**src/rtl/core/bccd_pkg.sv**
```systemverilog
// Package for the click and hold detector: widths, codes, reset values and types.
// No dependencies; all other SystemVerilog files but the macro header use it by scoped names.
package bccd_pkg;

   localparam int BUTTONS     = 4;
   localparam int CMD_W       = 2;
   localparam int BUTTON_W    = 2;
   localparam int TIME_W      = 32;
   localparam int MS_W        = 16;
   localparam int COUNT_W     = 8;
   localparam int LEVEL_W     = 2;
   localparam int MARK_W      = MS_W + 2;
   localparam int CSR_INDEX_W = 3;
   localparam int CSR_DATA_W  = 16;
   localparam int QUEUE_DEPTH = 2;
   localparam int QUEUE_PTR_W = $clog2(QUEUE_DEPTH);
   localparam int QUEUE_CNT_W = $clog2(QUEUE_DEPTH + 1);

   localparam logic [CMD_W-1:0] CMD_PRESS   = 2'd0;
   localparam logic [CMD_W-1:0] CMD_RELEASE = 2'd1;
   localparam logic [CMD_W-1:0] CMD_SCAN    = 2'd2;

   localparam logic [CSR_INDEX_W-1:0] REG_DEBOUNCE      = 3'd0;
   localparam logic [CSR_INDEX_W-1:0] REG_CLICK_GAP     = 3'd1;
   localparam logic [CSR_INDEX_W-1:0] REG_HOLD_UNIT     = 3'd2;
   localparam logic [CSR_INDEX_W-1:0] REG_MAX_CLICKS    = 3'd3;
   localparam logic [CSR_INDEX_W-1:0] REG_PRESSED_LEVEL = 3'd4;

   localparam logic [MS_W-1:0]    DEBOUNCE_RESET  = 16'd50;
   localparam logic [MS_W-1:0]    CLICK_GAP_RESET = 16'd400;
   localparam logic [MS_W-1:0]    HOLD_UNIT_RESET = 16'd1000;
   localparam logic [COUNT_W-1:0] MAX_CLICKS_RESET = 8'd5;
   localparam logic               PRESSED_LEVEL_RESET = 1'b0;

   localparam logic KIND_CLICK = 1'b0;
   localparam logic KIND_HOLD  = 1'b1;

   localparam logic [COUNT_W-1:0] COUNT_MAX = 8'd255;
   localparam logic [LEVEL_W-1:0] LEVEL_TOP = 2'd3;

   typedef enum logic [1:0] {
      OP_PRESS,
      OP_RELEASE,
      OP_SCAN
   } op_type;

   typedef struct packed {
      logic [MS_W-1:0]    debounce_ms;
      logic [MS_W-1:0]    click_gap_ms;
      logic [MS_W-1:0]    hold_unit_ms;
      logic [COUNT_W-1:0] max_clicks;
      logic               pressed_level;
   } cfg_type;

   typedef struct packed {
      op_type              op;
      logic [BUTTON_W-1:0] button;
      logic                pressed;
      logic [TIME_W-1:0]   now_ms;
   } entry_type;

   typedef struct packed {
      logic [BUTTON_W-1:0] which_button;
      logic                report_kind;
      logic [COUNT_W-1:0]  amount;
      logic                keep_scanning;
   } rsp_type;

endpackage

```
**src/rtl/core/bccd_if.sv**
```systemverilog
// Channel interfaces of the click and hold detector: scan requests, reports, register writes.
// Depends on bccd_pkg for field widths.
interface bccd_req_if;
   logic                          valid;
   logic                          ready;
   logic [bccd_pkg::CMD_W-1:0]    cmd;
   logic [bccd_pkg::BUTTON_W-1:0] button;
   logic                          pin_level;
   logic [bccd_pkg::TIME_W-1:0]   now_ms;

   modport source (output valid, cmd, button, pin_level, now_ms, input ready);
   modport sink (input valid, cmd, button, pin_level, now_ms, output ready);
endinterface

interface bccd_rsp_if;
   logic                          valid;
   logic                          ready;
   logic [bccd_pkg::BUTTON_W-1:0] which_button;
   logic                          report_kind;
   logic [bccd_pkg::COUNT_W-1:0]  amount;
   logic                          keep_scanning;

   modport source (output valid, which_button, report_kind, amount, keep_scanning,
                   input ready);
   modport sink (input valid, which_button, report_kind, amount, keep_scanning,
                 output ready);
endinterface

interface bccd_csr_if;
   logic                             valid;
   logic                             ready;
   logic [bccd_pkg::CSR_INDEX_W-1:0] index;
   logic [bccd_pkg::CSR_DATA_W-1:0]  data;

   modport source (output valid, index, data, input ready);
   modport sink (input valid, index, data, output ready);
endinterface

```
**src/rtl/core/button_click_count_and_hold_detector.sv**
```systemverilog
// Multi-click and long-press detector for four buttons. It accepts one request transfer
// per clock cycle while the queue has room and answers a scan with at most one report:
// the front end decodes the request into a two-entry queue, and the back end reads,
// updates and writes the selected button's state and registers any report, taking one
// item per cycle while the output register is empty or being read. A report waits there
// while new requests keep flowing until the queue fills. Configuration writes complete in
// the cycle they are presented and should be made while no request is in flight.
module button_click_count_and_hold_detector (
   input  logic       clock,
   input  logic       reset,
   bccd_req_if.sink   req_bus,
   bccd_rsp_if.source rsp_bus,
   bccd_csr_if.sink   csr_bus
);

   bccd_pkg::cfg_type   cfg;
   logic                push_valid, push_ready;
   bccd_pkg::entry_type push_data;
   logic                pop_valid, pop_ready;
   bccd_pkg::entry_type pop_data;

   bccd_csr u_csr (
      .clock   (clock),
      .reset   (reset),
      .csr_bus (csr_bus),
      .cfg     (cfg)
   );

   bccd_front u_front (
      .req_bus       (req_bus),
      .pressed_level (cfg.pressed_level),
      .push_valid    (push_valid),
      .push_ready    (push_ready),
      .push_data     (push_data)
   );

   bccd_fifo u_fifo (
      .clock      (clock),
      .reset      (reset),
      .push_valid (push_valid),
      .push_ready (push_ready),
      .push_data  (push_data),
      .pop_valid  (pop_valid),
      .pop_ready  (pop_ready),
      .pop_data   (pop_data)
   );

   bccd_back u_back (
      .clock     (clock),
      .reset     (reset),
      .cfg       (cfg),
      .pop_valid (pop_valid),
      .pop_ready (pop_ready),
      .item      (pop_data),
      .rsp_bus   (rsp_bus)
   );

endmodule

```
**src/rtl/core/bccd_csr.sv**
```systemverilog
// Configuration registers of the click and hold detector.
// Depends on bccd_pkg and the write channel interface in bccd_if.
module bccd_csr (
   input  logic              clock,
   input  logic              reset,
   bccd_csr_if.sink          csr_bus,
   output bccd_pkg::cfg_type cfg
);

   bccd_pkg::cfg_type cfg_ff;
   bccd_pkg::cfg_type cfg_in;

   assign csr_bus.ready = 1'b1;
   assign cfg = cfg_ff;

   always_comb begin
      cfg_in = cfg_ff;
      if (csr_bus.valid) begin
         unique case (csr_bus.index)
            bccd_pkg::REG_DEBOUNCE:      cfg_in.debounce_ms = csr_bus.data;
            bccd_pkg::REG_CLICK_GAP:     cfg_in.click_gap_ms = csr_bus.data;
            bccd_pkg::REG_HOLD_UNIT:     cfg_in.hold_unit_ms = csr_bus.data;
            bccd_pkg::REG_MAX_CLICKS:    cfg_in.max_clicks = csr_bus.data[bccd_pkg::COUNT_W-1:0];
            bccd_pkg::REG_PRESSED_LEVEL: cfg_in.pressed_level = csr_bus.data[0];
            default: ;
         endcase
      end
   end

   always_ff @(posedge clock) begin
      if (reset) begin
         cfg_ff.debounce_ms   <= bccd_pkg::DEBOUNCE_RESET;
         cfg_ff.click_gap_ms  <= bccd_pkg::CLICK_GAP_RESET;
         cfg_ff.hold_unit_ms  <= bccd_pkg::HOLD_UNIT_RESET;
         cfg_ff.max_clicks    <= bccd_pkg::MAX_CLICKS_RESET;
         cfg_ff.pressed_level <= bccd_pkg::PRESSED_LEVEL_RESET;
      end else begin
         cfg_ff <= cfg_in;
      end
   end

endmodule

```
**src/rtl/core/bccd_front.sv**
```systemverilog
// Front end: accepts request transfers, decodes the command and drops items without effect.
// Depends on bccd_pkg and the request interface in bccd_if.
module bccd_front (
   bccd_req_if.sink              req_bus,
   input  logic                  pressed_level,
   output logic                  push_valid,
   input  logic                  push_ready,
   output bccd_pkg::entry_type   push_data
);

   logic keep;

   assign req_bus.ready = push_ready;

   always_comb begin
      keep = 1'b1;
      push_data.op = bccd_pkg::OP_SCAN;
      unique case (req_bus.cmd)
         bccd_pkg::CMD_PRESS:   push_data.op = bccd_pkg::OP_PRESS;
         bccd_pkg::CMD_RELEASE: push_data.op = bccd_pkg::OP_RELEASE;
         bccd_pkg::CMD_SCAN:    push_data.op = bccd_pkg::OP_SCAN;
         default:               keep = 1'b0;
      endcase
      if (32'(req_bus.button) >= 32'(bccd_pkg::BUTTONS)) begin
         keep = 1'b0;
      end
      push_data.button  = req_bus.button;
      push_data.pressed = (req_bus.pin_level == pressed_level);
      push_data.now_ms  = req_bus.now_ms;
      push_valid = req_bus.valid && keep;
   end

endmodule

```
**src/rtl/core/bccd_fifo.sv**
```systemverilog
// Short queue between the front end and the back end of the click and hold detector.
// Depends on bccd_pkg for the entry type and depth.
module bccd_fifo (
   input  logic                clock,
   input  logic                reset,
   input  logic                push_valid,
   output logic                push_ready,
   input  bccd_pkg::entry_type push_data,
   output logic                pop_valid,
   input  logic                pop_ready,
   output bccd_pkg::entry_type pop_data
);

   bccd_pkg::entry_type                 entries_ff [bccd_pkg::QUEUE_DEPTH];
   logic [bccd_pkg::QUEUE_PTR_W-1:0]    wr_ptr_ff, wr_ptr_in;
   logic [bccd_pkg::QUEUE_PTR_W-1:0]    rd_ptr_ff, rd_ptr_in;
   logic [bccd_pkg::QUEUE_CNT_W-1:0]    count_ff, count_in;
   logic                                do_push, do_pop;

   localparam logic [bccd_pkg::QUEUE_PTR_W-1:0] PTR_LAST =
      bccd_pkg::QUEUE_PTR_W'(bccd_pkg::QUEUE_DEPTH - 1);
   localparam logic [bccd_pkg::QUEUE_CNT_W-1:0] CNT_FULL =
      bccd_pkg::QUEUE_CNT_W'(bccd_pkg::QUEUE_DEPTH);

   assign push_ready = (count_ff != CNT_FULL);
   assign pop_valid  = (count_ff != '0);
   assign pop_data   = entries_ff[rd_ptr_ff];

   always_comb begin
      do_push   = push_valid && push_ready;
      do_pop    = pop_valid && pop_ready;
      wr_ptr_in = wr_ptr_ff;
      rd_ptr_in = rd_ptr_ff;
      count_in  = count_ff;
      if (do_push) begin
         wr_ptr_in = (wr_ptr_ff == PTR_LAST) ? '0 : wr_ptr_ff + 1'b1;
      end
      if (do_pop) begin
         rd_ptr_in = (rd_ptr_ff == PTR_LAST) ? '0 : rd_ptr_ff + 1'b1;
      end
      if (do_push && !do_pop) begin
         count_in = count_ff + 1'b1;
      end else if (do_pop && !do_push) begin
         count_in = count_ff - 1'b1;
      end
   end

   always_ff @(posedge clock) begin
      if (reset) begin
         wr_ptr_ff <= '0;
         rd_ptr_ff <= '0;
         count_ff  <= '0;
      end else begin
         wr_ptr_ff <= wr_ptr_in;
         rd_ptr_ff <= rd_ptr_in;
         count_ff  <= count_in;
      end
   end

   always_ff @(posedge clock) begin
      if (do_push) begin
         entries_ff[wr_ptr_ff] <= push_data;
      end
   end

endmodule

```
**src/rtl/core/bccd_back.sv**
```systemverilog
// Back end: per-button press, release and scan handling and the report output register.
// Depends on bccd_pkg and the report interface in bccd_if.
module bccd_back (
   input  logic                clock,
   input  logic                reset,
   input  bccd_pkg::cfg_type   cfg,
   input  logic                pop_valid,
   output logic                pop_ready,
   input  bccd_pkg::entry_type item,
   bccd_rsp_if.source          rsp_bus
);

   logic [bccd_pkg::TIME_W-1:0]  press_time_ff  [bccd_pkg::BUTTONS];
   logic [bccd_pkg::TIME_W-1:0]  press_time_in  [bccd_pkg::BUTTONS];
   logic [bccd_pkg::COUNT_W-1:0] press_count_ff [bccd_pkg::BUTTONS];
   logic [bccd_pkg::COUNT_W-1:0] press_count_in [bccd_pkg::BUTTONS];
   logic                         holding_ff     [bccd_pkg::BUTTONS];
   logic                         holding_in     [bccd_pkg::BUTTONS];
   logic [bccd_pkg::LEVEL_W-1:0] hold_level_ff  [bccd_pkg::BUTTONS];
   logic [bccd_pkg::LEVEL_W-1:0] hold_level_in  [bccd_pkg::BUTTONS];

   logic                rsp_valid_ff, rsp_valid_in;
   bccd_pkg::rsp_type   rsp_data_ff;
   bccd_pkg::rsp_type   emit_data;
   logic                emit;
   logic                fire;

   logic [bccd_pkg::TIME_W-1:0]  cur_time, new_time, elapsed;
   logic [bccd_pkg::COUNT_W-1:0] cur_count, new_count;
   logic                         cur_hold, new_hold;
   logic [bccd_pkg::LEVEL_W-1:0] cur_level, new_level, next_level;
   logic [bccd_pkg::MARK_W-1:0]  mark;

   assign rsp_bus.valid         = rsp_valid_ff;
   assign rsp_bus.which_button  = rsp_data_ff.which_button;
   assign rsp_bus.report_kind   = rsp_data_ff.report_kind;
   assign rsp_bus.amount        = rsp_data_ff.amount;
   assign rsp_bus.keep_scanning = rsp_data_ff.keep_scanning;

   always_comb begin
      pop_ready = !rsp_valid_ff || rsp_bus.ready;
      fire      = pop_valid && pop_ready;

      cur_time  = press_time_ff[item.button];
      cur_count = press_count_ff[item.button];
      cur_hold  = holding_ff[item.button];
      cur_level = hold_level_ff[item.button];
      elapsed   = item.now_ms - cur_time;
      next_level = cur_level + 1'b1;

      case (cur_level)
         2'd0:    mark = {2'b00, cfg.hold_unit_ms};
         2'd1:    mark = {1'b0, cfg.hold_unit_ms, 1'b0};
         2'd2:    mark = {2'b00, cfg.hold_unit_ms} + {1'b0, cfg.hold_unit_ms, 1'b0};
         default: mark = '1;
      endcase

      new_time  = cur_time;
      new_count = cur_count;
      new_hold  = cur_hold;
      new_level = cur_level;
      emit      = 1'b0;
      emit_data.which_button  = item.button;
      emit_data.report_kind   = bccd_pkg::KIND_HOLD;
      emit_data.amount        = {{(bccd_pkg::COUNT_W - bccd_pkg::LEVEL_W){1'b0}}, next_level};
      emit_data.keep_scanning = 1'b1;

      if (fire) begin
         unique case (item.op)
            bccd_pkg::OP_PRESS: begin
               new_time  = item.now_ms;
               new_count = (cur_count != bccd_pkg::COUNT_MAX) ? cur_count + 1'b1 : cur_count;
               new_level = '0;
            end
            bccd_pkg::OP_RELEASE: begin
               if (elapsed <= {16'd0, cfg.debounce_ms} && cur_count != '0) begin
                  new_count = cur_count - 1'b1;
               end
            end
            bccd_pkg::OP_SCAN: begin
               if (cur_count != '0) begin
                  if (item.pressed) begin
                     if (cur_level != bccd_pkg::LEVEL_TOP &&
                         elapsed >= {14'd0, mark}) begin
                        new_level = next_level;
                        new_hold  = 1'b1;
                        emit      = 1'b1;
                     end
                  end else if (!cur_hold) begin
                     if (elapsed >= {16'd0, cfg.click_gap_ms}) begin
                        new_count = '0;
                        new_level = '0;
                        emit_data.report_kind   = bccd_pkg::KIND_CLICK;
                        emit_data.amount        = cur_count;
                        emit_data.keep_scanning = 1'b0;
                        emit = (cur_count <= cfg.max_clicks);
                     end
                  end else begin
                     new_hold  = 1'b0;
                     new_count = '0;
                     new_level = '0;
                  end
               end
            end
            default: ;
         endcase
      end

      press_time_in  = press_time_ff;
      press_count_in = press_count_ff;
      holding_in     = holding_ff;
      hold_level_in  = hold_level_ff;
      press_time_in[item.button]  = new_time;
      press_count_in[item.button] = new_count;
      holding_in[item.button]     = new_hold;
      hold_level_in[item.button]  = new_level;

      if (emit) begin
         rsp_valid_in = 1'b1;
      end else if (rsp_bus.ready) begin
         rsp_valid_in = 1'b0;
      end else begin
         rsp_valid_in = rsp_valid_ff;
      end
   end

   always_ff @(posedge clock) begin
      if (reset) begin
         rsp_valid_ff <= 1'b0;
         for (int i = 0; i < bccd_pkg::BUTTONS; i++) begin
            press_time_ff[i]  <= '0;
            press_count_ff[i] <= '0;
            holding_ff[i]     <= 1'b0;
            hold_level_ff[i]  <= '0;
         end
      end else begin
         rsp_valid_ff   <= rsp_valid_in;
         press_time_ff  <= press_time_in;
         press_count_ff <= press_count_in;
         holding_ff     <= holding_in;
         hold_level_ff  <= hold_level_in;
      end
   end

   always_ff @(posedge clock) begin
      if (emit) begin
         rsp_data_ff <= emit_data;
      end
   end

endmodule

```
**src/flat_wrapper.sv**
```systemverilog
// flat-port wrapper written by rule: the top's interface ports become plain ports
module button_click_count_and_hold_detector_flat 
  (clock, reset, req_bus_valid, req_bus_cmd, req_bus_button, req_bus_pin_level, req_bus_now_ms, req_bus_ready, rsp_bus_valid, rsp_bus_which_button, rsp_bus_report_kind, rsp_bus_amount, rsp_bus_keep_scanning, rsp_bus_ready, csr_bus_valid, csr_bus_index, csr_bus_data, csr_bus_ready);
  bccd_req_if req_bus_i ();
  bccd_rsp_if rsp_bus_i ();
  bccd_csr_if csr_bus_i ();
  input  logic clock;
  input  logic reset;
  input wire logic [$bits(req_bus_i.valid)-1:0] req_bus_valid;
  input wire logic [$bits(req_bus_i.cmd)-1:0] req_bus_cmd;
  input wire logic [$bits(req_bus_i.button)-1:0] req_bus_button;
  input wire logic [$bits(req_bus_i.pin_level)-1:0] req_bus_pin_level;
  input wire logic [$bits(req_bus_i.now_ms)-1:0] req_bus_now_ms;
  output wire logic [$bits(req_bus_i.ready)-1:0] req_bus_ready;
  output wire logic [$bits(rsp_bus_i.valid)-1:0] rsp_bus_valid;
  output wire logic [$bits(rsp_bus_i.which_button)-1:0] rsp_bus_which_button;
  output wire logic [$bits(rsp_bus_i.report_kind)-1:0] rsp_bus_report_kind;
  output wire logic [$bits(rsp_bus_i.amount)-1:0] rsp_bus_amount;
  output wire logic [$bits(rsp_bus_i.keep_scanning)-1:0] rsp_bus_keep_scanning;
  input wire logic [$bits(rsp_bus_i.ready)-1:0] rsp_bus_ready;
  input wire logic [$bits(csr_bus_i.valid)-1:0] csr_bus_valid;
  input wire logic [$bits(csr_bus_i.index)-1:0] csr_bus_index;
  input wire logic [$bits(csr_bus_i.data)-1:0] csr_bus_data;
  output wire logic [$bits(csr_bus_i.ready)-1:0] csr_bus_ready;
  assign req_bus_i.valid = req_bus_valid;
  assign req_bus_i.cmd = req_bus_cmd;
  assign req_bus_i.button = req_bus_button;
  assign req_bus_i.pin_level = req_bus_pin_level;
  assign req_bus_i.now_ms = req_bus_now_ms;
  assign req_bus_ready = req_bus_i.ready;
  assign rsp_bus_valid = rsp_bus_i.valid;
  assign rsp_bus_which_button = rsp_bus_i.which_button;
  assign rsp_bus_report_kind = rsp_bus_i.report_kind;
  assign rsp_bus_amount = rsp_bus_i.amount;
  assign rsp_bus_keep_scanning = rsp_bus_i.keep_scanning;
  assign rsp_bus_i.ready = rsp_bus_ready;
  assign csr_bus_i.valid = csr_bus_valid;
  assign csr_bus_i.index = csr_bus_index;
  assign csr_bus_i.data = csr_bus_data;
  assign csr_bus_ready = csr_bus_i.ready;
  button_click_count_and_hold_detector u_core (.clock(clock), .reset(reset), .req_bus(req_bus_i), .rsp_bus(rsp_bus_i), .csr_bus(csr_bus_i));
endmodule
```
**config.mk**
```make
export PLATFORM = sky130hd
export DESIGN_NAME = button_click_count_and_hold_detector_flat
export DESIGN_NICKNAME = d
export VERILOG_FILES = /design/src/rtl/core/bccd_pkg.sv /design/src/rtl/core/bccd_if.sv /design/src/rtl/core/button_click_count_and_hold_detector.sv /design/src/rtl/core/bccd_csr.sv /design/src/rtl/core/bccd_front.sv /design/src/rtl/core/bccd_fifo.sv /design/src/rtl/core/bccd_back.sv /design/src/flat_wrapper.sv
export SDC_FILE = /design/constraint.sdc
export NUM_CORES = 1
export LEC_CHECK = 0
export ABC_CLOCK_PERIOD_IN_PS = 7400
export BUFFER_PORTS_ARGS = -buffer_cell sky130_fd_sc_hd__buf_2
export CORE_MARGIN = 2
export CORE_UTILIZATION = 57
export CTS_CLUSTER_SIZE = 40
export DETAILED_ROUTE_END_ITERATION = 12
export GPL_ROUTABILITY_DRIVEN = 0
export PLACE_DENSITY = 0.75
export SYNTH_ARGS = -nofsm -noshare
export SYNTH_HDL_FRONTEND = slang
export SYNTH_SLANG_ARGS = --single-unit
```
**constraint.sdc**
```tcl
create_clock -name clock -period 7.4 [get_ports clock]
set_input_delay 0.37 -clock clock [delete_from_list [all_inputs] [get_ports clock]]
set_output_delay 0.37 -clock clock [all_outputs]
set_load 0.01 [all_outputs]
```
==> flow_metrics.py <==
metrics = {
    "critical_path": {
        "cp_max_fo": 9,
        "rrSetupSlack_ps": 480,
        "endpoint_kind": "register",
        "worstSetupStartpointType": "register",
        "crit_arrival_ps": 7270,
        "reg2reg_from": "u_core.u_fifo.entries_ff[0][34]",
        "r2r-end": "u_core.u_back.press_count_ff[1]",
        "crit_required_ps": 7750,
        "r2r_cells": 22,
        "startpoint": "u_core.u_fifo.entries_ff[0][34]",
        "crit_type": "register to register",
    },
    "routing": {
        "dr_wl_met2_um": 22800,
        "dr.pass1.iters": 8,
        "drt-initial-drc-count": 1392,
        "remaining_drc_errors": 0,
        "vias": 15653,
        "m1WireLength_um": 19900,
        "postRouteAntennaNets": 0,
        "wirelength_um": 48100,
        "wl_per_cell_um": 19.3,
        "highest_layer": "met4",
        "dr_wl_met3_um": 3510,
        "vias_per_cell": 6.26,
    },
    "clock_tree": {
        "clock_sinks": 320,
        "post-cts-setup-buffer-count": 0,
        "cts_made_buffers": 36,
        "clk_pin_slew_ps": 60,
        "clock_latency_ps": 550,
        "htreeDepth": 2,
        "cts_root_buf": "clkbuf_16",
        "cts_tree": "built",
        "clk_path_buf_depth": 3,
    },
    "min_path": {
        "min_from": "req_bus_now_ms[0]",
        "hold_class": "input port to register",
        "hold_end": "u_core.u_fifo.entries_ff[1][0]",
        "holdPathStages": 1,
    },
    "sta": {
        "final.min_clock_period_ps": 6920,
        "post-route-period-util_pct": 93.6,
        "finalMaxSlewViolations": 0,
        "fin_tns_setup_ps": 0,
        "worst_pin_slew_ps": 1280,
        "final_hold_viol_count": 0,
        "setup_viol": 0,
        "layout_setup_ws_ps": 477,
        "slew_headroom_pct": 14.7,
        "rsz0062_at_grt": "false",
        "finalClockSkew_ps": 25.5,
        "max_freq_mhz": 144,
    },
    "yosys": {
        "synth_seq_area_share_pct": 39.7,
        "yosys.area.top_type": "dfxtp_1",
        "synth_top_area_share_pct": 25.7,
        "syn_inst": 2061,
        "synth.avg_cell_area_sq_um": 8.87,
        "synthTopCellsByArea": "dfxtp_1 26%, edfxtp_1 14%, ha_1 7.6%",
        "ys.flop_type": "dfxtp_1",
        "ys_ff_latch": 320,
        "netlist_area_sq_um": 18300,
        "synth-async-reset-ratio_pct": 0,
        "synth_cell_type_count": 86,
        "synth_warnings": 0,
        "synth_edf_count": 85,
        "synth_nets": 2235,
    },
    "global_routing": {
        "grt_pass1_vias": 15132,
        "grt_max_degree": 134,
        "grt_usage_pct": 28.5,
        "grt_pass1_wl_um": 77300,
        "overflow": 0,
        "antenna_found_initial": 0,
    },
    "pwr": {
        "p_per_area_nw_per_um2": 397,
        "vdd_ir_drop_max_uv": 226,
        "p_total_mw": 7.98,
        "leakage_nw": 7.47,
    },
    "floorplanning": {
        "start_util_pct": 57.9,
        "core.rowCount": 65,
        "fp.coreArea_sq_um": 31600,
        "fp.dieW_um": 183,
        "io_pins": 76,
        "die-area_sq_um": 33500,
        "die_h_um": 183,
    },
    "layout": {
        "design_area_sq_um": 20100,
        "stdcell_count": 2500,
        "antenna_cells": 0,
        "fin_nets": 2244,
        "layout-drive-gt1-share_pct": 12.9,
        "layout-area-overhead-vs-synth_pct": 9.94,
    },
    "place": {
        "dpl.hpwl_um": 33600,
        "placed_cell_area_sq_um": 18900,
        "preCtsSetupSlack_ps": 505,
        "io_buffer_count": 74,
        "dp_cells": 2434,
    },
    "job": {
        "drv_cap": 0,
    },
    "status": {
        "outcome": "finished, final reports clean",
    },
}
-- area by class of cell --
cell class / count / area (sq um)
Sequential cell: 320 / 7260
Clock inverter: 21 / 245
Tap cell: 402 / 503
Timing Repair Buffer: 95 / 534
Fill cell: 2650 / 11500
Multi-Input combinational cell: 1510 / 10200
Inverter: 107 / 402
Clock buffer: 45 / 975
-- worst max-delay path, stage by stage (launching register included) --
cell,delay (ps)
edfxtp_1,530
mux2i_4,320
mux4_2,560
ha_1,240
fa_1,420
maj3_2,370
a2111oi_4,530
o21ba_2,250
or2_2,130
xor2_1,370
ha_1,340
a21o_1,170
a21o_1,170
a21o_1,180
a21oi_1,150
o21ai_0,160
o21ai_0,200
a21oi_1,110
nor4_2,320
nand4_2,290
mux2i_1,210
a311oi_1,530
a211oi_1,190
-- through the flow --
step,hold slack [ps],util (%)
after CTS,5.02,63.7
final,14.5,63.7
after global placement,439,59.8
after global routing,6.53,63.7
after floorplan,429,-
after detailed placement,451,59.8
-- state kept, by name, summed over array words and instances, names as in the netlist, named ones only --
signal and flops:
u_core.u_csr.cfg 57, u_core.u_back.press_count_ff 32, u_core.u_back.rsp_bus.valid 1, u_core.u_back.hold_level_ff 8, u_core.u_back.rsp_bus.which_button 2, u_core.u_fifo.entries_ff 74, u_core.u_fifo.rd_ptr_ff 1, u_core.u_fifo.count_ff 2
u_core.u_back.rsp_bus.report_kind 1, u_core.u_back.rsp_bus.amount 8, u_core.u_fifo.wr_ptr_ff 1, u_core.u_back.press_time_ff 128, u_core.u_back.holding_ff 4
-- cells in the mapped netlist, drive strengths merged, types with 5 or more instances --
cell	count
a2111oi	5
a211o	7
a211oi	51
a21boi	10
a21o	39
a21oi	235
a221o	9
a221oi	6
a311oi	15
a31oi	17
and3	11
buf	24
clkbuf	100
dfxtp	235
edfxtp	85
ha	111
inv	106
mux2	33
mux2i	39
mux4	40
nand2	190
nand2b	11
nand3	20
nand3b	21
nand4	32
nor2	337
nor2b	13
nor3	25
nor4	12
nor4b	5
o211ai	6
o21a	15
o21ai	54
o21bai	18
o31a	7
or2	12
xnor2	31
xor2	11
-- routing by layer --
metal | vias to the layer above | track usage (%)
met3 | 145 | 3.89
li1 | 7396 | -
met1 | 7472 | 36.7
met2 | 640 | 48.5
met4 | 0 | 11.9
met5 | - | 0
-- cells by family after synthesis --
| group | Yosys count | share of synthesized area, % |
|---|---|---|
| buf+inv | 231 | 4.92 |
| simple gates | 710 | 17.4 |
| flops | 320 | 39.7 |
| xor+xnor | 42 | 2.05 |
| compound gates | 531 | 18.9 |
| mux | 112 | 9.10 |
| fa+ha+maj | 114 | 7.88 |
| other cells | 1 | 0.0205 |
-- repair_timing --
action                                 4_1_cts  5_1_grt
endpoints found under the hold margin        0        0
gates resized for setup                      0        1
setup endpoints to repair                    0        4
hold buffers                                 0        0
-- worst max-delay path by stage --
stage | endpoint | slack (ps) | cells past startpoint
after floorplan | u_core.u_back.press_count_ff[8] | 240 | 27
after global placement | u_core.u_back.press_count_ff[1] | 750 | 26
after detailed placement | u_core.u_back.press_count_ff[1] | 500 | 22
after CTS | u_core.u_back.press_count_ff[1] | 370 | 22
after global routing | u_core.u_back.press_count_ff[1] | 110 | 26
final | u_core.u_back.press_count_ff[1] | 480 | 22
-- power breakdown --
group          total (mW)  internal [mW]  switching [mW]
registers            2.12           2.02           0.105
logic                4.01           1.50            2.52
clock network        1.84           1.09           0.754
total                7.98           4.60            3.38
-- cells in the final DEF (no fill, tap or decap), drive strengths merged, types with 40 or more instances in the layout --
master and n:
buf 95, a21oi 235, mux4 40, dfxtp 235, a211oi 51, o21ai 54, ha 111, nand2 190
edfxtp 85, nor2 337, inv 108, clkbuf 45
No activity file was read; power rests on OpenSTA's default activity.
